`src/rtl/core/roac_pkg.sv`:
```
`timescale 1ns / 1ps
// ----------------------------------------------------------------------------
// roac_pkg
// Shared codes, field widths and the divide-by-255 helper for the rotated
// overlay compositor.
// ----------------------------------------------------------------------------
package roac_pkg;

  // Fixed field widths
  localparam int REQ_W       = 1;
  localparam int LOAD_IDX_W  = 12;
  localparam int RGBA_W      = 32;
  localparam int COORD_W     = 6;
  localparam int RGB_W       = 24;
  localparam int ALPHA_W     = 8;
  localparam int CHAN_W      = 8;
  localparam int ROT_W       = 2;
  localparam int SIDE_CFG_W  = 7;
  localparam int CFG_IDX_W   = 2;
  localparam int CFG_DATA_W  = 7;

  // Request codes
  localparam logic [REQ_W-1:0] REQ_LOAD      = 1'b0;
  localparam logic [REQ_W-1:0] REQ_COMPOSITE = 1'b1;

  // Register indexes
  localparam logic [CFG_IDX_W-1:0] REG_ROTATION = 2'd0;
  localparam logic [CFG_IDX_W-1:0] REG_WIDTH    = 2'd1;
  localparam logic [CFG_IDX_W-1:0] REG_HEIGHT   = 2'd2;

  // Rotation codes
  localparam logic [ROT_W-1:0] ROT_NONE = 2'd0;
  localparam logic [ROT_W-1:0] ROT_90   = 2'd1;
  localparam logic [ROT_W-1:0] ROT_180  = 2'd2;
  localparam logic [ROT_W-1:0] ROT_270  = 2'd3;

  // Reset values
  localparam logic [ROT_W-1:0]      ROTATION_RST = ROT_NONE;
  localparam logic [SIDE_CFG_W-1:0] SIDE_RST     = 7'd64;

  localparam logic [ALPHA_W-1:0] ALPHA_FULL  = 8'hff;
  localparam logic [CHAN_W-1:0]  OUT_ALPHA   = 8'hff;

  // Exact floor(x / 255) for x up to 255*255
  function automatic logic [CHAN_W-1:0] div255(input logic [2*CHAN_W-1:0] x);
    logic [2*CHAN_W:0] t;
    t = {1'b0, x} + (2*CHAN_W+1)'(x[2*CHAN_W-1:CHAN_W]) + (2*CHAN_W+1)'(1);
    return t[2*CHAN_W-1:CHAN_W];
  endfunction

endpackage

```
`src/rtl/core/roac_coord_map.sv`:
```
`timescale 1ns / 1ps
// ----------------------------------------------------------------------------
// roac_coord_map
// Maps a framebuffer coordinate to the upright overlay under the current
// rotation, flags out-of-range points and forms the store address.
// ----------------------------------------------------------------------------
module roac_coord_map #(
  parameter int MAX_SIDE = 64
) (
  input  logic [roac_pkg::ROT_W-1:0]                  rotation,
  input  logic [roac_pkg::SIDE_CFG_W-1:0]             width_cfg,
  input  logic [roac_pkg::SIDE_CFG_W-1:0]             height_cfg,
  input  logic [roac_pkg::COORD_W-1:0]                dest_x,
  input  logic [roac_pkg::COORD_W-1:0]                dest_y,
  output logic                                        in_range,
  output logic [$clog2(MAX_SIDE*MAX_SIDE)-1:0]        addr
);

  localparam int SW = $clog2(MAX_SIDE + 1);
  localparam int AW = $clog2(MAX_SIDE * MAX_SIDE);
  localparam int CW = ((SW > roac_pkg::COORD_W) ? SW : roac_pkg::COORD_W) + 2;
  localparam logic signed [CW-1:0] ONE = CW'(1);

  logic [SW-1:0]          w;
  logic [SW-1:0]          h;
  logic signed [CW-1:0]   w_s;
  logic signed [CW-1:0]   h_s;
  logic signed [CW-1:0]   dx_s;
  logic signed [CW-1:0]   dy_s;
  logic signed [CW-1:0]   lx;
  logic signed [CW-1:0]   ly;
  logic [2*SW-1:0]        row_base;

  // Oversized dimensions act as the full side
  assign w = (32'(width_cfg) > MAX_SIDE) ? SW'(MAX_SIDE) : SW'(width_cfg);
  assign h = (32'(height_cfg) > MAX_SIDE) ? SW'(MAX_SIDE) : SW'(height_cfg);

  assign w_s  = signed'(CW'(w));
  assign h_s  = signed'(CW'(h));
  assign dx_s = signed'(CW'(dest_x));
  assign dy_s = signed'(CW'(dest_y));

  always_comb begin
    case (rotation)
      roac_pkg::ROT_90: begin
        lx = dy_s;
        ly = h_s - ONE - dx_s;
      end
      roac_pkg::ROT_180: begin
        lx = w_s - ONE - dx_s;
        ly = h_s - ONE - dy_s;
      end
      roac_pkg::ROT_270: begin
        lx = w_s - ONE - dy_s;
        ly = dx_s;
      end
      default: begin
        lx = dx_s;
        ly = dy_s;
      end
    endcase
  end

  assign in_range = !lx[CW-1] && !ly[CW-1] && (lx < w_s) && (ly < h_s);

  // Only meaningful when in range, where lx and ly fit in SW bits
  assign row_base = ly[SW-1:0] * w;
  assign addr     = AW'(row_base + (2*SW)'(lx[SW-1:0]));

endmodule

```
`config.mk`:
```
export PLATFORM = sky130hd
export DESIGN_NAME = roac_coord_map
export DESIGN_NICKNAME = d
export VERILOG_FILES = /design/src/rtl/core/roac_pkg.sv /design/src/rtl/core/roac_coord_map.sv
export SDC_FILE = /design/constraint.sdc
export NUM_CORES = 1
export LEC_CHECK = 0
export BUFFER_PORTS_ARGS = -buffer_cell sky130_fd_sc_hd__clkbuf_2
export CELL_PAD_IN_SITES_DETAIL_PLACEMENT = 1
export CELL_PAD_IN_SITES_GLOBAL_PLACEMENT = 1
export CORE_UTILIZATION = 43
export DETAILED_ROUTE_END_ITERATION = 10
export GPL_ROUTABILITY_DRIVEN = 0
export PLACE_DENSITY_LB_ADDON = 0.25
export SLEW_MARGIN = 0
export SYNTH_ARGS = -nofsm -noshare
export SYNTH_HDL_FRONTEND = slang
export SYNTH_SLANG_ARGS = --single-unit
```
`constraint.sdc`:
```
create_clock -name vclk -period 11.77
set_input_delay 2.354 -clock vclk [all_inputs]
set_output_delay 2.354 -clock vclk [all_outputs]
set_load 0.01 [all_outputs]
```
Yosys cells after proc, flatten, opt, wreduce, memory -nomap -nowiden --
Index checks and enable logic that the tools add are counted.
Storage, ports and cells: input port bits 28, output and inout port bits 13, bits in registers 0
Cells by class: multipliers 1, $lt $le $gt $ge 4, add/subtract/negate cells 7, mux-type cells 4, eq/ne operators 3, reduce and logical (&&, ||, !) cells 5
Operators by type and width (count):
- 9-bit one-hot mux with 3 select lines | 2
- 8-bit by 7-bit subtractor with 9-bit output | 4
- 9-bit by 8-bit < comparator with 1-bit output | 2
- 7-bit by 1-bit subtractor with 8-bit output (second input constant) | 2
- 7-bit > comparator (second input constant) | 2
- 7-bit two-way mux | 2
- 12-bit by 7-bit adder with 12-bit output | 1
- 7-bit by 7-bit multiplier with 12-bit output | 1
- 2-bit == test (second input constant) | 2
- 1-bit logical AND | 3
- 2-bit by 1-bit == test with 1-bit output (second input constant) | 1
- 1-bit logical NOT | 2

Longest topological paths before layout --
Gate-level depths: netlist of the first run.
word-level depth 9, mapped depth 27, depth with buffers taken out 26

Least setup slack after synthesis of the first run --
No wires, ideal clock.
path type input to output, start point input port rotation[0] (netlist name), end point output port addr[11], path slack 1.262 ns, data required time 9.416 ns, data arrival time 8.154 ns, buffers on the path 1, cell stages on the path 26, cells stage by stage inv_1 -> ha_1 -> clkbuf_1 -> mux2_2 -> ha_1 -> fa_1 -> nor2b_1 -> o31ai_1 -> a311oi_1 -> o21bai_1 -> nor2_1 -> fa_1 -> inv_1 -> fa_1 -> inv_1 -> fa_1 -> inv_1 -> fa_1 -> inv_1 -> ha_1 -> nor3_1 -> nor2_1 -> a21oi_1 -> nor3_1 -> a311oi_1 -> xnor2_1
Between the ends: word-level cells in the longest chain between the ends 4
RTL lines:
- from (decl) | RTL line roac_coord_map.sv:10 | input logic [roac_pkg::ROT_W-1:0] rotation,
- 2-bit == test or 2-bit by 1-bit == test with 1-bit output (tied branches) | RTL line roac_coord_map.sv:44 | case (rotation)
- 9-bit one-hot mux with 3 select lines | RTL line roac_coord_map.sv:44
- 7-bit by 7-bit multiplier with 12-bit output | RTL line roac_coord_map.sv:67 | assign row_base = ly[SW-1:0] * w;
- 12-bit by 7-bit adder with 12-bit output * | RTL line roac_coord_map.sv:68 | assign addr = AW'(row_base + (2*SW)'(lx[SW-1:0]));
- to (decl) | RTL line roac_coord_map.sv:16 | output logic [$clog2(MAX_SIDE*MAX_SIDE)-1:0] addr
Mark *: on every way between the ends. The rest lies on a longest branch, timed or not.

Worst setup path in the final report of the first run --
Same ends and word-level chain as after synthesis.

==> flow_metrics.tcl, run 1 <==
set metrics [dict create \
    status "finished clean" \
    rows 30 \
    grt_start_max_net_pins 21 \
    design.seq.count 0 \
    core_area_sq_um 6907 \
    rsz0062_at_grt "false" \
    yosysWarningCount 0 \
    post-route-period-util_pct 95.75 \
    n_antenna_cell 0 \
    worst_setup_path_startpoint "rotation[0]" \
    dr.pass1.iters 4 \
    final_hold_fails 0 \
    global_route.usage.total_pct 25.10 \
    cts_repair_resize_count 0 \
    stdcell_area_sq_um 3428 \
    highest_fanout_seen_on_the_critical_path 8 \
    grt_first_pass_wirelength_um 15080 \
    io_pins 41 \
    timing.final.setup_violations 0 \
    drv_cap 0 \
    post_synth_main_area_contributors "ha_1 23%, fa_1 20%, inv_1 7.7%, nor2_1 7.2%, xnor2_1 4.5%" \
    drt-vias-per-instance 5.444 \
    global_route_overflow 0 \
    drt-initial-drc-count 95 \
    post-route-drc-count 0 \
    placedInstanceArea_sq_um 3428 \
    initial_core_util_pct 45.40 \
    finalPower_w 0.0003843 \
    mostFrequentLayoutCells "64 x inv_1, 60 x nor2_1, 58 x ha_1, 41 x clkbuf_2, 33 x nand2_1" \
    critPathLaunchType "input port" \
    worst_hold_path.num_cells 4 \
    hold_path_class "in2out" \
    post-route-util_pct 49.64 \
    p_per_area_nw_per_um2 112.1 \
    grt_pass1_vias 3114 \
    timing_worst_slew_pin_value_ns 0.8712 \
    syn_area_sq_um 3136 \
    hold_path_end "addr[11]" \
    wirelength_um 8831 \
    vdd_drop_max_uv 68.70 \
    relSlewSlack_pct 41.92 \
    synth.avg_cell_area_sq_um 7.555 \
    route.detailed.wl_per_inst_um 16.20 \
    port_buffers 41 \
    post_synth_inst_count 415 \
    fin_nets 569 \
    instances_no_fill 545 \
    yosysTopAreaCell "ha_1" \
    register_area_sq_um 0 \
    detailroute.via_count 2967 \
    hold_path_startpoint "width_cfg[6]" \
    die_h_um 87.39 \
    floorplan.die.width_um 87.39 \
    place_inst 545 \
    holdBufCountCts 0 \
    count_of_distinct_cell_types_in_the_synthesized_netlist 53 \
    nets_in_the_synthesized_netlist 533 \
    setup_tns_ns 0 \
    synth.yosys.seq_area_share_pct 0 \
    critical_path_required_ns 9.42 \
    die_area_sq_um 7637 \
    final_antenna_net_count 0 \
    power.leakage_nw 1.774 \
    drv_slew 0 \
    syn2layout_area_growth_pct 9.338 \
    dp.final_hpwl_um 7716 \
    worst_ep_arrival_time_ns 8.92 \
    number_of_antenna_violations_at_the_first_check_in_global_routing 0 \
    post_cts_buffers 0 \
    final_period_minus_worst_setup_slack_ns 11.27 \
    synthDominantCellAreaShare_pct 23.14 \
    ratio_of_cells_with_drive_above_1_in_the_final_layout_pct 12.03 \
    critPathKind "in2out" \
    clockBufferCount 0 \
    fmax_mhz 88.73 \
    layout.cells.most_common "inv_1" \
    critical_path.endpoint_type "primary output" \
]
==> cells in the mapped netlist (3+ instances only) <==
master and instances:
a21o_1 5, a21oi_1 19, a31oi_1 3, clkbuf_1 3, fa_1 32, ha_1 58
inv_1 64, mux2_2 4, mux2i_1 11, nand2_1 33, nand2b_1 3, nand3_1 8
nand3b_1 3, nor2_1 60, nor2b_1 6, nor3_1 8, o211ai_1 3, o21a_1 6
o21ai_0 18, o31ai_1 3, xnor2_1 16, xor2_1 7
==> per-layer routing <==
layer  vias up  wire length (um)  GRT usage (%)
li1       1470                 -              -
met5         -                 0              0
met1      1447              4416          36.62
met4         0               131          3.577
met2        40              4119          41.97
met3        10               164         0.8531
==> power by group <==
group | leakage (nW) | internal, W | switching, W
combinational | 1.77 | 0.000164 | 0.000221
clock | 0 | 0 | 0
sequential | 0 | 0 | 0
==> worst max path at each step <==
stage | to | slack [ns] | cells after the start
after floorplan | addr[11] | 1.26 | 26
after global placement | addr[11] | 0.80 | 27
after detailed placement | addr[11] | 0.53 | 27
after CTS | addr[11] | 0.52 | 27
after global routing | addr[11] | 0.003 | 27
final | addr[11] | 0.50 | 27
==> final cells by class <==
class / instances / area (sq um)
Timing Repair Buffer: 42 / 212.7
Tap cell: 96 / 120.1
Fill cell: 921 / 3478
Inverter: 66 / 247.7
Multi-Input combinational cell: 341 / 2848
==> cells by family after synthesis <==
group                    Yosys count  synth area share, %
XOR/XNOR                          23                6.424
AND/OR/NAND/NOR                  134                19.08
adder cells (fa/ha/maj)           90                43.58
AO/OA/AOI/OAI                     79                16.80
buffers and inverters             74                9.178
multiplexers                      15                4.948
==> critical path, stage by stage <==
cell and delay (ns):
clkbuf_2 0.10, inv_1 0.09, ha_1 0.38, mux2_2 0.39, ha_1 0.21, fa_1 0.41, nor2b_1 0.22, o31ai_1 0.12
a311oi_1 0.27, o21bai_1 0.40, nor2_1 0.14, fa_1 0.53, inv_1 0.05, fa_1 0.48, inv_1 0.06, fa_1 0.53
inv_1 0.06, fa_1 0.53, inv_1 0.04, ha_1 0.33, nor3_1 0.20, nor2_1 0.06, a21oi_1 0.29, nor3_1 0.10
a311oi_1 0.26, xnor2_1 0.15, clkbuf_2 0.15
==> metrics by stage <==
| stage | hold WS (ns) | worst slack, ns |
|---|---|---|
| floorplan | 4.900 | 1.262 |
| global placement | 5.188 | 0.8019 |
| detailed placement | 5.185 | 0.5258 |
| CTS | 5.187 | 0.5241 |
| global route | 5.203 | 0.003274 |
| finish | 5.197 | 0.4998 |
(Power assumes the default switching activity.)
==> run 2: changes to the inputs <==
--- a/config.mk
+++ b/config.mk
@@ -8,7 +8,7 @@
 export BUFFER_PORTS_ARGS = -buffer_cell sky130_fd_sc_hd__clkbuf_2
 export CELL_PAD_IN_SITES_DETAIL_PLACEMENT = 1
 export CELL_PAD_IN_SITES_GLOBAL_PLACEMENT = 1
-export CORE_UTILIZATION = 43
+export CORE_UTILIZATION = 46
 export DETAILED_ROUTE_END_ITERATION = 10
 export GPL_ROUTABILITY_DRIVEN = 0
 export PLACE_DENSITY_LB_ADDON = 0.25
==> flow_metrics.tcl, run 2 (synthesis results as in run 1) <==
set metrics [dict create \
    core_area_sq_um 6459 \
    register_area_sq_um 0 \
    fmax_mhz 89.47 \
    mostFrequentLayoutCells "64 x inv_1, 60 x nor2_1, 58 x ha_1, 41 x clkbuf_2, 33 x nand2_1" \
    wirelength_um 8641 \
    drt-initial-drc-count 209 \
    cts_repair_resize_count 0 \
    io_pins 41 \
    stdcell_area_sq_um 3405 \
    clockBufferCount 0 \
    drv_slew 0 \
    detailroute.via_count 2969 \
    highest_fanout_seen_on_the_critical_path 8 \
    holdBufCountCts 0 \
    fin_nets 569 \
    global_route.usage.total_pct 25.90 \
    critical_path.n_buffers_inverters 7 \
    post_cts_buffers 0 \
    syn2layout_area_growth_pct 8.580 \
    number_of_antenna_violations_at_the_first_check_in_global_routing 0 \
    rows 29 \
    vdd_drop_max_uv 71.32 \
    final_hold_fails 0 \
    timing.final.setup_violations 0 \
    area_of_the_multi_input_gates_sq_um 2848 \
    slowest_stage "fa_1" \
    relSlewSlack_pct 45.55 \
    port_buffers 41 \
    layout.cells.most_common "inv_1" \
    design.seq.count 0 \
    post-route-drc-count 8 \
    final_period_minus_worst_setup_slack_ns 11.18 \
    critPathTopFamily "adder cells" \
    grt_start_max_net_pins 21 \
    drt-vias-per-instance 5.644 \
    post-route-util_pct 52.71 \
    ratio_of_cells_with_drive_above_1_in_the_final_layout_pct 12.03 \
    timing_worst_slew_pin_value_ns 0.8167 \
    n_antenna_cell 0 \
    placedInstanceArea_sq_um 3405 \
    layout.filler_cells 868 \
    route.detailed.wl_per_inst_um 16.43 \
    critPathKind "in2out" \
    drv_cap 0 \
    final_antenna_net_count 0 \
    initial_core_util_pct 48.55 \
    setup_tns_ns 0 \
    floorplan.die.width_um 84.56 \
    status "finished, violations left" \
    critPathLaunchType "input port" \
    critical_path.endpoint_type "primary output" \
    grt_first_pass_wirelength_um 14970 \
    critical_path_required_ns 9.42 \
    violations "DRC" \
    rsz0062_at_grt "false" \
    global_route_overflow 0 \
    grt_pass1_vias 3174 \
    die_area_sq_um 7150 \
    die_h_um 84.56 \
    dr.pass1.iters 7 \
    p_per_area_nw_per_um2 111.6 \
    timing.critical_path.slowest_cell_delay_ns 0.54 \
    worst_ep_arrival_time_ns 8.82 \
    power.leakage_nw 1.774 \
    dp.final_hpwl_um 7670 \
    hold_path_class "in2out" \
    post-route-period-util_pct 94.96 \
]
## run 2: worst min-delay path, cell delays in order
cell and delay, ns:
clkbuf_2 0.14, a32oi_2 0.10, xnor2_1 0.13, clkbuf_2 0.12
## run 2: final timing paths
path          from       end  slack (ns)  depth (start not counted)
max    rotation[0]  addr[11]        0.59                         27
min   width_cfg[6]  addr[11]        5.20                          4
## run 2: area by class of cell
type                            instances  share of cell area (%)
Timing Repair Buffer                   42                   6.248
Multi-Input combinational cell        341                   83.65
Tap cell                               77                   2.830
Inverter                               66                   7.277
## run 2: power by group
group | leakage [nW] | switching, W | total [W] | internal (W)
clock network | 0 | 0 | 0 | 0
logic | 1.77 | 0.000218 | 0.000380 | 0.000162
registers | 0 | 0 | 0 | 0
## run 2: metal layers
metal / track usage [%] / share of wire, %
met1: 37.60 / 49
met2: 44.94 / 47
met3: 0.2950 / 3.3
met4: 2.311 / 0.86
met5: 0 / 0
## run 2: stage by stage
step / instances / hold slack (ns) / total power (W) / setup WS, ns
6_report: 526 / 5.197 / 0.0003800 / 0.5936
5_1_grt: 526 / 5.200 / 0.0004353 / 0.1666
4_1_cts: 526 / 5.191 / 0.0003845 / 0.6014
3_5_place_dp: 526 / 5.192 / 0.0003812 / 0.6418
3_3_place_gp: 526 / 5.179 / 0.0003663 / 0.8372
2_1_floorplan: 415 / 4.900 / 0.0002761 / 1.262
