--- config.mk ---
export PLATFORM = sky130hd
export DESIGN_NAME = roac_blend
export DESIGN_NICKNAME = d
export VERILOG_FILES = /design/src/rtl/core/roac_pkg.sv /design/src/rtl/core/roac_blend.sv
export SDC_FILE = /design/constraint.sdc
export NUM_CORES = 1
export LEC_CHECK = 0
export ABC_AREA = 1
export BUFFER_PORTS_ARGS = -buffer_cell sky130_fd_sc_hd__buf_2
export CORE_ASPECT_RATIO = 1.5
export CORE_MARGIN = 4
export CORE_UTILIZATION = 39
export CTS_CLUSTER_SIZE = 28
export DETAILED_ROUTE_END_ITERATION = 10
export PLACE_DENSITY = 0.52
export SLEW_MARGIN = 5
export SYNTH_ARGS = -nofsm -noshare
export SYNTH_HDL_FRONTEND = slang
export SYNTH_SLANG_ARGS = --single-unit
--- constraint.sdc ---
create_clock -name clk -period 7.2 [get_ports clk]
set_input_delay 1.08 -clock clk [delete_from_list [all_inputs] [get_ports clk]]
set_output_delay 1.08 -clock clk [all_outputs]
set_load 0.01 [all_outputs]
--- src/rtl/core/roac_pkg.sv ---
`timescale 1ns / 1ps
// ----------------------------------------------------------------------------
// roac_pkg
// Shared codes, field widths and the divide-by-255 helper for the rotated
// overlay compositor.
// ----------------------------------------------------------------------------
package roac_pkg;

  // Fixed field widths
  localparam int REQ_W       = 1;
  localparam int LOAD_IDX_W  = 12;
  localparam int RGBA_W      = 32;
  localparam int COORD_W     = 6;
  localparam int RGB_W       = 24;
  localparam int ALPHA_W     = 8;
  localparam int CHAN_W      = 8;
  localparam int ROT_W       = 2;
  localparam int SIDE_CFG_W  = 7;
  localparam int CFG_IDX_W   = 2;
  localparam int CFG_DATA_W  = 7;

  // Request codes
  localparam logic [REQ_W-1:0] REQ_LOAD      = 1'b0;
  localparam logic [REQ_W-1:0] REQ_COMPOSITE = 1'b1;

  // Register indexes
  localparam logic [CFG_IDX_W-1:0] REG_ROTATION = 2'd0;
  localparam logic [CFG_IDX_W-1:0] REG_WIDTH    = 2'd1;
  localparam logic [CFG_IDX_W-1:0] REG_HEIGHT   = 2'd2;

  // Rotation codes
  localparam logic [ROT_W-1:0] ROT_NONE = 2'd0;
  localparam logic [ROT_W-1:0] ROT_90   = 2'd1;
  localparam logic [ROT_W-1:0] ROT_180  = 2'd2;
  localparam logic [ROT_W-1:0] ROT_270  = 2'd3;

  // Reset values
  localparam logic [ROT_W-1:0]      ROTATION_RST = ROT_NONE;
  localparam logic [SIDE_CFG_W-1:0] SIDE_RST     = 7'd64;

  localparam logic [ALPHA_W-1:0] ALPHA_FULL  = 8'hff;
  localparam logic [CHAN_W-1:0]  OUT_ALPHA   = 8'hff;

  // Exact floor(x / 255) for x up to 255*255
  function automatic logic [CHAN_W-1:0] div255(input logic [2*CHAN_W-1:0] x);
    logic [2*CHAN_W:0] t;
    t = {1'b0, x} + (2*CHAN_W+1)'(x[2*CHAN_W-1:CHAN_W]) + (2*CHAN_W+1)'(1);
    return t[2*CHAN_W-1:CHAN_W];
  endfunction

endpackage

--- src/rtl/core/roac_blend.sv ---
`timescale 1ns / 1ps
// ----------------------------------------------------------------------------
// roac_blend
// Straight-alpha over blend: registers the weighted channel sums, then
// divides each by 255.
// ----------------------------------------------------------------------------
module roac_blend (
  input  logic                            clk,
  input  logic                            load,
  input  logic [roac_pkg::RGB_W-1:0]      src_rgb,
  input  logic [roac_pkg::ALPHA_W-1:0]    alpha,
  input  logic [roac_pkg::RGB_W-1:0]      dst_rgb,
  output logic [roac_pkg::RGB_W-1:0]      rgb_out
);

  localparam int NCH = 3;
  localparam int CH  = roac_pkg::CHAN_W;

  logic [CH-1:0]   inv_alpha;
  logic [2*CH-1:0] sum_next [NCH];
  logic [2*CH-1:0] sum      [NCH];

  assign inv_alpha = roac_pkg::ALPHA_FULL - alpha;

  always_comb begin
    for (int i = 0; i < NCH; i++) begin
      sum_next[i] = (2*CH)'(src_rgb[i*CH +: CH]) * (2*CH)'(alpha)
                  + (2*CH)'(dst_rgb[i*CH +: CH]) * (2*CH)'(inv_alpha);
    end
  end

  always_ff @(posedge clk) begin
    if (load) begin
      sum <= sum_next;
    end
  end

  always_comb begin
    for (int i = 0; i < NCH; i++) begin
      rgb_out[i*CH +: CH] = roac_pkg::div255(sum[i]);
    end
  end

endmodule

Word-level counts from Yosys, hierarchy flattened --
Index checks and enable logic that the tools add are counted.
Word-level totals: bits in registers 48, output and inout port bits 24
Cells by class: add/subtract/negate cells 10, $mul 6
Operators by type and width (count):
- 8-bit by 8-bit multiplier with 16-bit output | 6
- 16-bit by 1-bit adder with 16-bit output, second input constant | 3
- 16-bit adder | 3
- 16-bit by 8-bit adder with 16-bit output | 3
- 8-bit subtractor, first input constant | 1

Depth between registers and ports, before layout --
Gate-level depths: netlist (run 1).
depth in word-level cells 3, depth in mapped cells 25, depth with buffers taken out 23

Worst setup path before layout (run 1) --
No wires, ideal clock.
kind input port to flip-flop, start point input alpha[1] in the netlist's numbering, end point register sum[31] in the netlist's numbering (data pin), arrival time 5.553 ns, data required time 6.948 ns, path slack 1.395 ns, cell stages on the path 21, path buffers 2, path through buf_2 -> buf_1 -> nand2_1 -> fa_1 -> fa_1 -> inv_1 -> fa_1 -> fa_1 -> fa_1 -> inv_1 -> fa_1 -> inv_1 -> ha_1 -> nand2_1 -> nand2_1 -> nand2_1 -> nand2_1 -> a21oi_1 -> nand2_1 -> nand2_1 -> nand2_1
RTL lines:
- start: declaration | line roac_blend.sv:11 | input logic [roac_pkg::ALPHA_W-1:0] alpha,
- end signal: assignment | line roac_blend.sv:34 | sum <= sum_next;
- end: declaration | line roac_blend.sv:21 | logic [2*CH-1:0] sum [NCH];

==> metrics.json, run 1 <==
{
  "outcome": {"value": "finished clean"},
  "pre_cts_setup_slack": {"value": 0.736, "unit": "ns"},
  "drc_errors": {"value": 0},
  "route.layer.met1.wl": {"value": 17100, "unit": "microns"},
  "final_core_util": {"value": 42.1, "unit": "%"},
  "timing.fmax": {"value": 161, "unit": "MHz"},
  "cts_hold_buf": {"value": 0},
  "worst-path-max-fanout": {"value": 33},
  "cts_htree_levels": {"value": 2},
  "die-width": {"value": 179, "unit": "microns"},
  "hp-start": {"value": "src_rgb[16]"},
  "gr-total-overflow": {"value": 0},
  "finalWeightedCongestion": {"value": 0.826},
  "cts-buffers-inserted": {"value": 5},
  "place.port_buffers": {"value": 81},
  "post_drt_wl_per_cell": {"value": 14.4, "unit": "microns"},
  "synth_enable_flop_cells": {"value": 48},
  "floorplan.initialDensity": {"value": 39.5, "unit": "%"},
  "setup_slack": {"value": 0.997, "unit": "ns"},
  "ant_nets": {"value": 0},
  "maxSlewHeadroom": {"value": 45.5, "unit": "%"},
  "largest_reg_flops": {"value": 48},
  "core_area": {"value": 0.0432, "unit": "sq mm"},
  "biggest_area_contributors_in_the_synthesized_netlist": {"value": "sky130_fd_sc_hd__fa_1, sky130_fd_sc_hd__inv_1, sky130_fd_sc_hd__ha_1"},
  "worst_slew_pin_slew": {"value": 0.818, "unit": "ns"},
  "yosys.cell_count.top_type": {"value": "sky130_fd_sc_hd__inv_1"},
  "initialDrtViolationCount": {"value": 562},
  "antenna_found_initial": {"value": 4},
  "route.final.wire_length": {"value": 42800, "unit": "microns"},
  "yosysWarningCount": {"value": 0},
  "synthFlopType": {"value": "sky130_fd_sc_hd__edfxtp_1"},
  "ys_async_sr_fraction": {"value": 0, "unit": "%"},
  "cts.root.buffer_cell": {"value": "sky130_fd_sc_hd__clkbuf_16"},
  "met2WireLength": {"value": 23100, "unit": "microns"},
  "dr_wl_met3": {"value": 1480, "unit": "microns"},
  "post_synth_inst_count": {"value": 2354},
  "cts_tree": {"value": "done"},
  "via_per_instance_ratio": {"value": 4.65},
  "drt_pre_antenna_iters": {"value": 5},
  "post_dp_hpwl": {"value": 37100, "unit": "microns"},
  "layout_worst_path_cycle_share": {"value": 86.2, "unit": "%"},
  "criticalPathCategory": {"value": "primary input to flop"},
  "synthToLayoutAreaGrowth": {"value": 6.55, "unit": "%"},
  "worst_hold_path_type": {"value": "primary input to flop"},
  "worst_hold_margin": {"value": 1.26, "unit": "ns"},
  "floorplan.die_area": {"value": 0.0472, "unit": "sq mm"},
  "global_route.usage.total": {"value": 18.9, "unit": "%"},
  "synth.ff_latch_count": {"value": 48},
  "tritoncts_num_sinks": {"value": 48},
  "worst_ep_required_time": {"value": 7.27, "unit": "ns"},
  "max_flop_register": {"value": "sum"},
  "slew_violations": {"value": 0},
  "post-route-min-period": {"value": 6.20, "unit": "ns"},
  "rsz0062_at_grt": {"value": "false"},
  "num_rows": {"value": 93},
  "setup_viol": {"value": 0},
  "post_synth_instance_area": {"value": 0.0171, "unit": "sq mm"},
  "crit_path_start": {"value": "alpha[1]"},
  "grt_pass1_vias": {"value": 14500},
  "synth_area_leader_cell": {"value": "sky130_fd_sc_hd__fa_1"},
  "grt_max_degree": {"value": 49},
  "largestRegisters": {"value": "sum (48)"},
  "end_kind": {"value": "flop"},
  "synth_seq_area_share": {"value": 8.45, "unit": "%"},
  "ctsResizeCount": {"value": 0},
  "netlist-cell-type-count": {"value": 29},
  "cts_max_path_buffers": {"value": 2},
  "timing.critical_path.arrival": {"value": 6.27, "unit": "ns"},
  "synthDominantCellAreaShare": {"value": 33.8, "unit": "%"},
  "grt_pass1_wl": {"value": 71500, "unit": "microns"},
  "vias": {"value": 13800},
  "fill_cells": {"value": 4536},
  "ys_top_cells_by_count": {"value": "sky130_fd_sc_hd__inv_1, sky130_fd_sc_hd__nand2_1, sky130_fd_sc_hd__fa_1, sky130_fd_sc_hd__nor2_1, sky130_fd_sc_hd__ha_1"},
  "start_kind": {"value": "primary input"},
  "cts.repair_timing.setup_buffer_count": {"value": 0},
  "synthesis.area_per_instance": {"value": 7.25, "unit": "sq um"},
  "maxCapViolCount": {"value": 0},
  "report.final.hold_viol_count": {"value": 0},
  "fin_tns_setup": {"value": 0, "unit": "ns"},
  "topRoutingLayerUsed": {"value": "met4"},
  "die_height": {"value": 264, "unit": "microns"},
  "clock_pin_slew_reported_for_the_worst_setup_and_hold_paths_after_clock_tree_synthesis": {"value": 0.07, "unit": "ns"},
  "post_route_cells_drive_above_1_share": {"value": 5.13, "unit": "%"},
  "pin_count": {"value": 82},
  "final_net_count": {"value": 2949}
}
layer usage:
metal	vias up	track usage, %
li1	6798	-
met1	6697	23.0
met2	264	35.3
met3	55	1.53
met4	0	5.42
met5	-	0
through the flow:
stage,instance area [sq um],std cells
5_1_grt,18200,2970
6_report,18200,2971
3_3_place_gp,18000,2959
4_1_cts,18200,2967
3_5_place_dp,18000,2959
2_1_floorplan,17100,2356
cell type report:
type	instances	area, sq um	share of cell area (%)
Timing Repair Buffer	94	503	2.77
Tap cell	570	713	3.92
Antenna cell	4	10.0	0.0550
Clock buffer	5	125	0.688
Inverter	730	2740	15.1
Sequential cell	48	1440	7.93
Clock inverter	3	21.3	0.117
Multi-Input combinational cell	1517	12600	69.5
worst max-delay path, stage by stage:
cell                      delay [ns]
sky130_fd_sc_hd__buf_2          0.62
sky130_fd_sc_hd__inv_1          0.31
sky130_fd_sc_hd__nand2_1        0.15
sky130_fd_sc_hd__fa_1           0.45
sky130_fd_sc_hd__fa_1           0.54
sky130_fd_sc_hd__inv_1          0.06
sky130_fd_sc_hd__fa_1           0.55
sky130_fd_sc_hd__fa_1           0.45
sky130_fd_sc_hd__fa_1           0.49
sky130_fd_sc_hd__inv_1          0.05
sky130_fd_sc_hd__fa_1           0.47
sky130_fd_sc_hd__inv_1          0.04
sky130_fd_sc_hd__ha_1           0.33
sky130_fd_sc_hd__nand2_1        0.14
sky130_fd_sc_hd__a21oi_1        0.07
sky130_fd_sc_hd__o21ai_0        0.24
sky130_fd_sc_hd__nand3_1        0.11
sky130_fd_sc_hd__nand2_1        0.07
sky130_fd_sc_hd__nand2_1        0.04
layout by cell type (no fill, tap or decap), drive strengths merged, types with 12 or more instances in the layout:
cell	count
fa	288
nand3	80
buf	94
ha	207
o21ai	12
nor2	213
edfxtp	48
inv	728
nand2	616
xor2	19
a21oi	27
nor3	15
cells by family (layout without fill, tap and decap cells):
family,after synthesis,count (layout),share of synthesized area [%]
and+or+nand+nor,947,947,22.2
adders and majority gates,495,495,49.0
AOI/OAI and AO/OA,48,48,1.54
DFF,48,48,8.45
other,1,7,0.0220
xor gates and xnor gates,24,24,1.23
buffers and inverters,791,832,17.6
worst paths after layout:
check,endpoint,slack (ns),depth (start not counted)
min,sum[0],1.26,3
max,sum[28],1.0,19
Power of run 1 is not shown: default switching activity piles up to over one toggle a cycle in this logic, so the estimate is an artifact.
==> run 2: changes to the inputs <==
--- a/config.mk
+++ b/config.mk
@@ -9,10 +9,11 @@
 export BUFFER_PORTS_ARGS = -buffer_cell sky130_fd_sc_hd__buf_2
 export CORE_ASPECT_RATIO = 1.5
 export CORE_MARGIN = 4
-export CORE_UTILIZATION = 39
+export CORE_UTILIZATION = 25
 export CTS_CLUSTER_SIZE = 28
 export DETAILED_ROUTE_END_ITERATION = 10
-export PLACE_DENSITY = 0.52
+export HOLD_SLACK_MARGIN = 0.02
+export PLACE_DENSITY = 0.36
 export SLEW_MARGIN = 5
 export SYNTH_ARGS = -nofsm -noshare
 export SYNTH_HDL_FRONTEND = slang
==> metrics.json, run 2 (synthesis gave the netlist of run 1 again) <==
{
  "ant_nets": {"value": 0},
  "timing.critical_path.arrival": {"value": 6.23, "unit": "ns"},
  "grt_most_used_layer": {"value": "met2"},
  "tritoncts_num_sinks": {"value": 48},
  "largestRegisters": {"value": "sum (48)"},
  "cts_hold_buf": {"value": 0},
  "die_height": {"value": 328, "unit": "microns"},
  "num_rows": {"value": 117},
  "cts_tree": {"value": "done"},
  "gr-usage-met2": {"value": 26.2, "unit": "%"},
  "drt_pre_antenna_iters": {"value": 5},
  "floorplan.die_area": {"value": 0.0726, "unit": "sq mm"},
  "grt_pass1_vias": {"value": 14700},
  "worst_ep_required_time": {"value": 7.27, "unit": "ns"},
  "end_kind": {"value": "flop"},
  "max_stage_delay": {"value": 0.61, "unit": "ns"},
  "start_kind": {"value": "primary input"},
  "cts_htree_levels": {"value": 2},
  "antenna_found_initial": {"value": 8},
  "report.final.hold_viol_count": {"value": 0},
  "max_flop_register": {"value": "sum"},
  "cts_max_path_buffers": {"value": 2},
  "crit_top_cell": {"value": "sky130_fd_sc_hd__fa_1"},
  "global_route.usage.total": {"value": 13.6, "unit": "%"},
  "slew_violations": {"value": 0},
  "synthToLayoutAreaGrowth": {"value": 9.27, "unit": "%"},
  "post-route-min-period": {"value": 6.16, "unit": "ns"},
  "maxSlewHeadroom": {"value": 46.6, "unit": "%"},
  "timing.critical_path.slowest_stage_cell": {"value": "sky130_fd_sc_hd__buf_2"},
  "post_dp_hpwl": {"value": 41900, "unit": "microns"},
  "initialDrtViolationCount": {"value": 452},
  "worst_slew_pin_slew": {"value": 0.801, "unit": "ns"},
  "route.final.wire_length": {"value": 48400, "unit": "microns"},
  "outcome": {"value": "finished clean"},
  "fill_cells": {"value": 7546},
  "grt_max_degree": {"value": 49},
  "cts.root.buffer_cell": {"value": "sky130_fd_sc_hd__clkbuf_16"},
  "pin_count": {"value": 82},
  "place.port_buffers": {"value": 81},
  "most_common_cell_after_layout_fill_and_taps_aside": {"value": "sky130_fd_sc_hd__inv_1"},
  "worst-path-max-fanout": {"value": 30},
  "layout_worst_path_cycle_share": {"value": 85.6, "unit": "%"},
  "cts.repair_timing.setup_buffer_count": {"value": 0},
  "gr-total-overflow": {"value": 0},
  "vias": {"value": 13700},
  "worst_hold_path_type": {"value": "primary input to flop"},
  "die-width": {"value": 221, "unit": "microns"},
  "setup_viol": {"value": 0},
  "met3_layer_usage_reported_by_global_route": {"value": 1.14, "unit": "%"},
  "finalWeightedCongestion": {"value": 0.839},
  "post_route_cells_drive_above_1_share": {"value": 5.13, "unit": "%"},
  "most-common-layout-cells": {"value": "sky130_fd_sc_hd__inv_1, sky130_fd_sc_hd__nand2_1, sky130_fd_sc_hd__fa_1, sky130_fd_sc_hd__nor2_1, sky130_fd_sc_hd__ha_1"},
  "maxCapViolCount": {"value": 0},
  "fin_tns_setup": {"value": 0, "unit": "ns"},
  "core_area": {"value": 0.0678, "unit": "sq mm"},
  "via_per_instance_ratio": {"value": 4.16},
  "post_drt_wl_per_cell": {"value": 14.7, "unit": "microns"},
  "grt.met1_usage": {"value": 16.1, "unit": "%"},
  "drc_errors": {"value": 0},
  "timing.fmax": {"value": 162, "unit": "MHz"},
  "floorplan.initialDensity": {"value": 25.2, "unit": "%"},
  "clock_pin_slew_reported_for_the_worst_setup_and_hold_paths_after_clock_tree_synthesis": {"value": 0.07, "unit": "ns"},
  "largest_reg_flops": {"value": 48},
  "path_cells": {"value": "buf_2 -> inv_1 -> nand2_1 -> fa_1 -> inv_1 -> fa_1 -> fa_1 -> fa_1 -> fa_1 -> inv_1 -> fa_1 -> inv_1 -> ha_1 -> nand2_1 -> inv_1 -> nand2_1 -> nor3_1 -> nand2_1 -> nand3_1 -> nand2_1"},
  "ctsResizeCount": {"value": 0},
  "final_net_count": {"value": 2949},
  "grt_pass1_wl": {"value": 78200, "unit": "microns"},
  "criticalPathCategory": {"value": "primary input to flop"},
  "rsz0062_at_grt": {"value": "false"},
  "cts-buffers-inserted": {"value": 5}
}
==> run 2: cell count changes in the layout (fill, tap and decap cells not counted) <==
cell | previous run | this run
sky130_fd_sc_hd__clkinv_2 | 1 | 0
sky130_fd_sc_hd__buf_12 | 0 | 1
sky130_fd_sc_hd__bufinv_16 | 0 | 2
sky130_fd_sc_hd__clkinvlp_4 | 1 | 0
sky130_fd_sc_hd__buf_4 | 13 | 12
==> run 2: area by class of cell <==
class / count / area (sq um) / area share, %
multi-input cells: 1517 / 12600 / 67.7
well taps: 892 / 1120 / 5.98
flip-flops and latches: 48 / 1440 / 7.73
clock inverters: 3 / 68.8 / 0.369
diodes: 4 / 10.0 / 0.0537
repair buffers: 94 / 515 / 2.76
clock buffers: 5 / 125 / 0.671
inverters: 730 / 2740 / 14.7
==> run 2: per-layer routing <==
| layer | vias to the layer above | wire, microns |
|---|---|---|
| met4 | 2 | 976 |
| met3 | 49 | 1090 |
| met5 | - | 7 |
| met1 | 6683 | 20200 |
| met2 | 162 | 26100 |
| li1 | 6802 | - |
==> run 2: through the flow <==
stage / setup slack, ns / instances / area [sq um] / util [%] / hold WS, ns
finish: 1.04 / 3293 / 18600 / 27.5 / 1.27
detailed placement: 0.700 / 3281 / 18400 / 27.2 / 1.62
CTS: 1.05 / 3289 / 18600 / 27.5 / 1.28
global placement: 0.731 / 3281 / 18400 / 27.2 / 1.62
floorplan: 1.39 / 2356 / 17100 / - / 1.19
global route: 0.762 / 3291 / 18600 / 27.5 / 1.32
==> run 2: path summary, 6_finish.rpt <==
check  cells after the start       to   startpoint
max                       20  sum[15]     alpha[1]
min                        3   sum[0]  src_rgb[16]
==> run 2: critical path, delay by kind of cell <==
family | cells | cell delay (ns)
and+or+nand+nor | 7 | 0.77
buffers and inverters | 6 | 1.14
adders and majority gates | 7 | 3.23
Power of run 2 is left out for the same reason.
==> run 3: changes to the inputs <==
--- a/config.mk
+++ b/config.mk
@@ -6,14 +6,15 @@
 export NUM_CORES = 1
 export LEC_CHECK = 0
 export ABC_AREA = 1
+export ABC_CLOCK_PERIOD_IN_PS = 7200
 export BUFFER_PORTS_ARGS = -buffer_cell sky130_fd_sc_hd__buf_2
 export CORE_ASPECT_RATIO = 1.5
 export CORE_MARGIN = 4
-export CORE_UTILIZATION = 25
+export CORE_UTILIZATION = 60
 export CTS_CLUSTER_SIZE = 28
 export DETAILED_ROUTE_END_ITERATION = 10
 export HOLD_SLACK_MARGIN = 0.02
-export PLACE_DENSITY = 0.36
+export PLACE_DENSITY = 0.75
 export SLEW_MARGIN = 5
 export SYNTH_ARGS = -nofsm -noshare
 export SYNTH_HDL_FRONTEND = slang
==> metrics.json, run 3 (synthesis gave the netlist of run 1 again) <==
{
  "cts_tree": {"value": "done"},
  "worst_slew_pin_slew": {"value": 1.14, "unit": "ns"},
  "cts_hold_buf": {"value": 0},
  "cts_htree_levels": {"value": 2},
  "cts_max_path_buffers": {"value": 2},
  "die-width": {"value": 146, "unit": "microns"},
  "clock_pin_slew_reported_for_the_worst_setup_and_hold_paths_after_clock_tree_synthesis": {"value": 0.07, "unit": "ns"},
  "largestRegisters": {"value": "sum (48)"},
  "most-common-layout-cells": {"value": "sky130_fd_sc_hd__inv_1, sky130_fd_sc_hd__nand2_1, sky130_fd_sc_hd__fa_1, sky130_fd_sc_hd__nor2_1, sky130_fd_sc_hd__ha_1"},
  "core_area": {"value": 0.0281, "unit": "sq mm"},
  "cts.root.buffer_cell": {"value": "sky130_fd_sc_hd__clkbuf_16"},
  "final_net_count": {"value": 2943},
  "most_common_cell_after_layout_fill_and_taps_aside": {"value": "sky130_fd_sc_hd__inv_1"},
  "timing.fmax": {"value": 161, "unit": "MHz"},
  "route.final.wire_length": {"value": 39000, "unit": "microns"},
  "criticalPathCategory": {"value": "primary input to flop"},
  "rsz0062_at_grt": {"value": "false"},
  "global_route.usage.total": {"value": 26.0, "unit": "%"},
  "fin_tns_setup": {"value": 0, "unit": "ns"},
  "vias": {"value": 14100},
  "cts.repair_timing.setup_buffer_count": {"value": 0},
  "gr-total-overflow": {"value": 0},
  "drt_pre_antenna_iters": {"value": 6},
  "num_rows": {"value": 75},
  "crit_path_start": {"value": "alpha[2]"},
  "timing.critical_path.arrival": {"value": 6.27, "unit": "ns"},
  "layout_worst_path_cycle_share": {"value": 86.1, "unit": "%"},
  "tritoncts_num_sinks": {"value": 48},
  "largest_reg_flops": {"value": 48},
  "outcome": {"value": "finished clean"},
  "via_per_instance_ratio": {"value": 5.15},
  "pin_count": {"value": 82},
  "grt_pass1_vias": {"value": 14700},
  "floorplan.initialDensity": {"value": 60.8, "unit": "%"},
  "setup_viol": {"value": 0},
  "max_flop_register": {"value": "sum"},
  "die_height": {"value": 215, "unit": "microns"},
  "ctsResizeCount": {"value": 0},
  "post_route_cells_drive_above_1_share": {"value": 4.89, "unit": "%"},
  "maxSlewHeadroom": {"value": 23.9, "unit": "%"},
  "antenna_found_initial": {"value": 2},
  "initialDrtViolationCount": {"value": 1001},
  "worst-path-max-fanout": {"value": 40},
  "worst_hold_path_type": {"value": "primary input to flop"},
  "report.final.hold_viol_count": {"value": 0},
  "start_kind": {"value": "primary input"},
  "post_dp_hpwl": {"value": 33500, "unit": "microns"},
  "cts-buffers-inserted": {"value": 5},
  "slew_violations": {"value": 0},
  "post_drt_wl_per_cell": {"value": 14.2, "unit": "microns"},
  "maxCapViolCount": {"value": 0},
  "end_kind": {"value": "flop"},
  "synthToLayoutAreaGrowth": {"value": 4.91, "unit": "%"},
  "drc_errors": {"value": 0},
  "grt_pass1_wl": {"value": 66800, "unit": "microns"},
  "ant_nets": {"value": 0},
  "place.port_buffers": {"value": 81},
  "hp-start": {"value": "src_rgb[16]"},
  "grt_max_degree": {"value": 49},
  "floorplan.die_area": {"value": 0.0313, "unit": "sq mm"},
  "worst_ep_required_time": {"value": 7.27, "unit": "ns"},
  "finalWeightedCongestion": {"value": 0.897},
  "post-route-min-period": {"value": 6.20, "unit": "ns"}
}
[run 3: changes by cell type in the layout (fill, tap and decap cells not counted), sizes merged]
cell / previous run / this run
diode: 4 / 3
buf: 94 / 88
[run 3: final cells by class]
cell class              count  area [sq um]
multi-input cells        1517         12600
fillers                  2515         10200
inverters                 730          2740
flip-flops and latches     48          1440
repair buffers             88           458
well taps                 346           433
clock buffers               5           125
clock inverters             3          68.8
diodes                      3          7.51
[run 3: path summary, 6_finish.rpt]
path / endpoint / slack [ns] / cells past startpoint
hold / removal: sum[0] / 1.29 / 3
setup / recovery: sum[31] / 1.00 / 21
[run 3: worst max-delay path: stages]
cell and delay [ns]:
sky130_fd_sc_hd__buf_2 0.66, sky130_fd_sc_hd__clkinv_1 0.48, sky130_fd_sc_hd__nand2_1 0.20, sky130_fd_sc_hd__fa_1 0.19, sky130_fd_sc_hd__inv_1 0.05, sky130_fd_sc_hd__fa_1 0.52
sky130_fd_sc_hd__inv_1 0.07, sky130_fd_sc_hd__fa_1 0.53, sky130_fd_sc_hd__inv_1 0.05, sky130_fd_sc_hd__fa_1 0.44, sky130_fd_sc_hd__fa_1 0.51, sky130_fd_sc_hd__fa_1 0.42
sky130_fd_sc_hd__ha_1 0.34, sky130_fd_sc_hd__nand2_1 0.10, sky130_fd_sc_hd__inv_1 0.07, sky130_fd_sc_hd__a21oi_1 0.14, sky130_fd_sc_hd__nand2_1 0.12, sky130_fd_sc_hd__nand2_1 0.10
sky130_fd_sc_hd__nand2_1 0.06, sky130_fd_sc_hd__nand2_1 0.06, sky130_fd_sc_hd__nand2_1 0.04
[run 3: metal layers]
metal / wire length (microns) / GRT usage, % / vias to the layer above
met5: 0 / 0 / -
met4: 1780 / 11.2 / 0
li1: - / - / 6798
met1: 14800 / 30.4 / 6743
met3: 2070 / 2.77 / 118
met2: 20400 / 48.0 / 460
[run 3: stage by stage]
stage	hold slack [ns]	instance area, sq um	cells	worst slack [ns]	util, %
after floorplan	1.19	17100	2356	1.39	-
after global placement	1.59	17700	2729	0.804	63.1
after detailed placement	1.59	17700	2729	0.674	63.1
after CTS	1.27	17900	2737	1.00	63.8
after global routing	1.31	17900	2739	0.682	63.8
final	1.29	17900	2740	1.00	63.8
Power of run 3 is left out for the same reason.
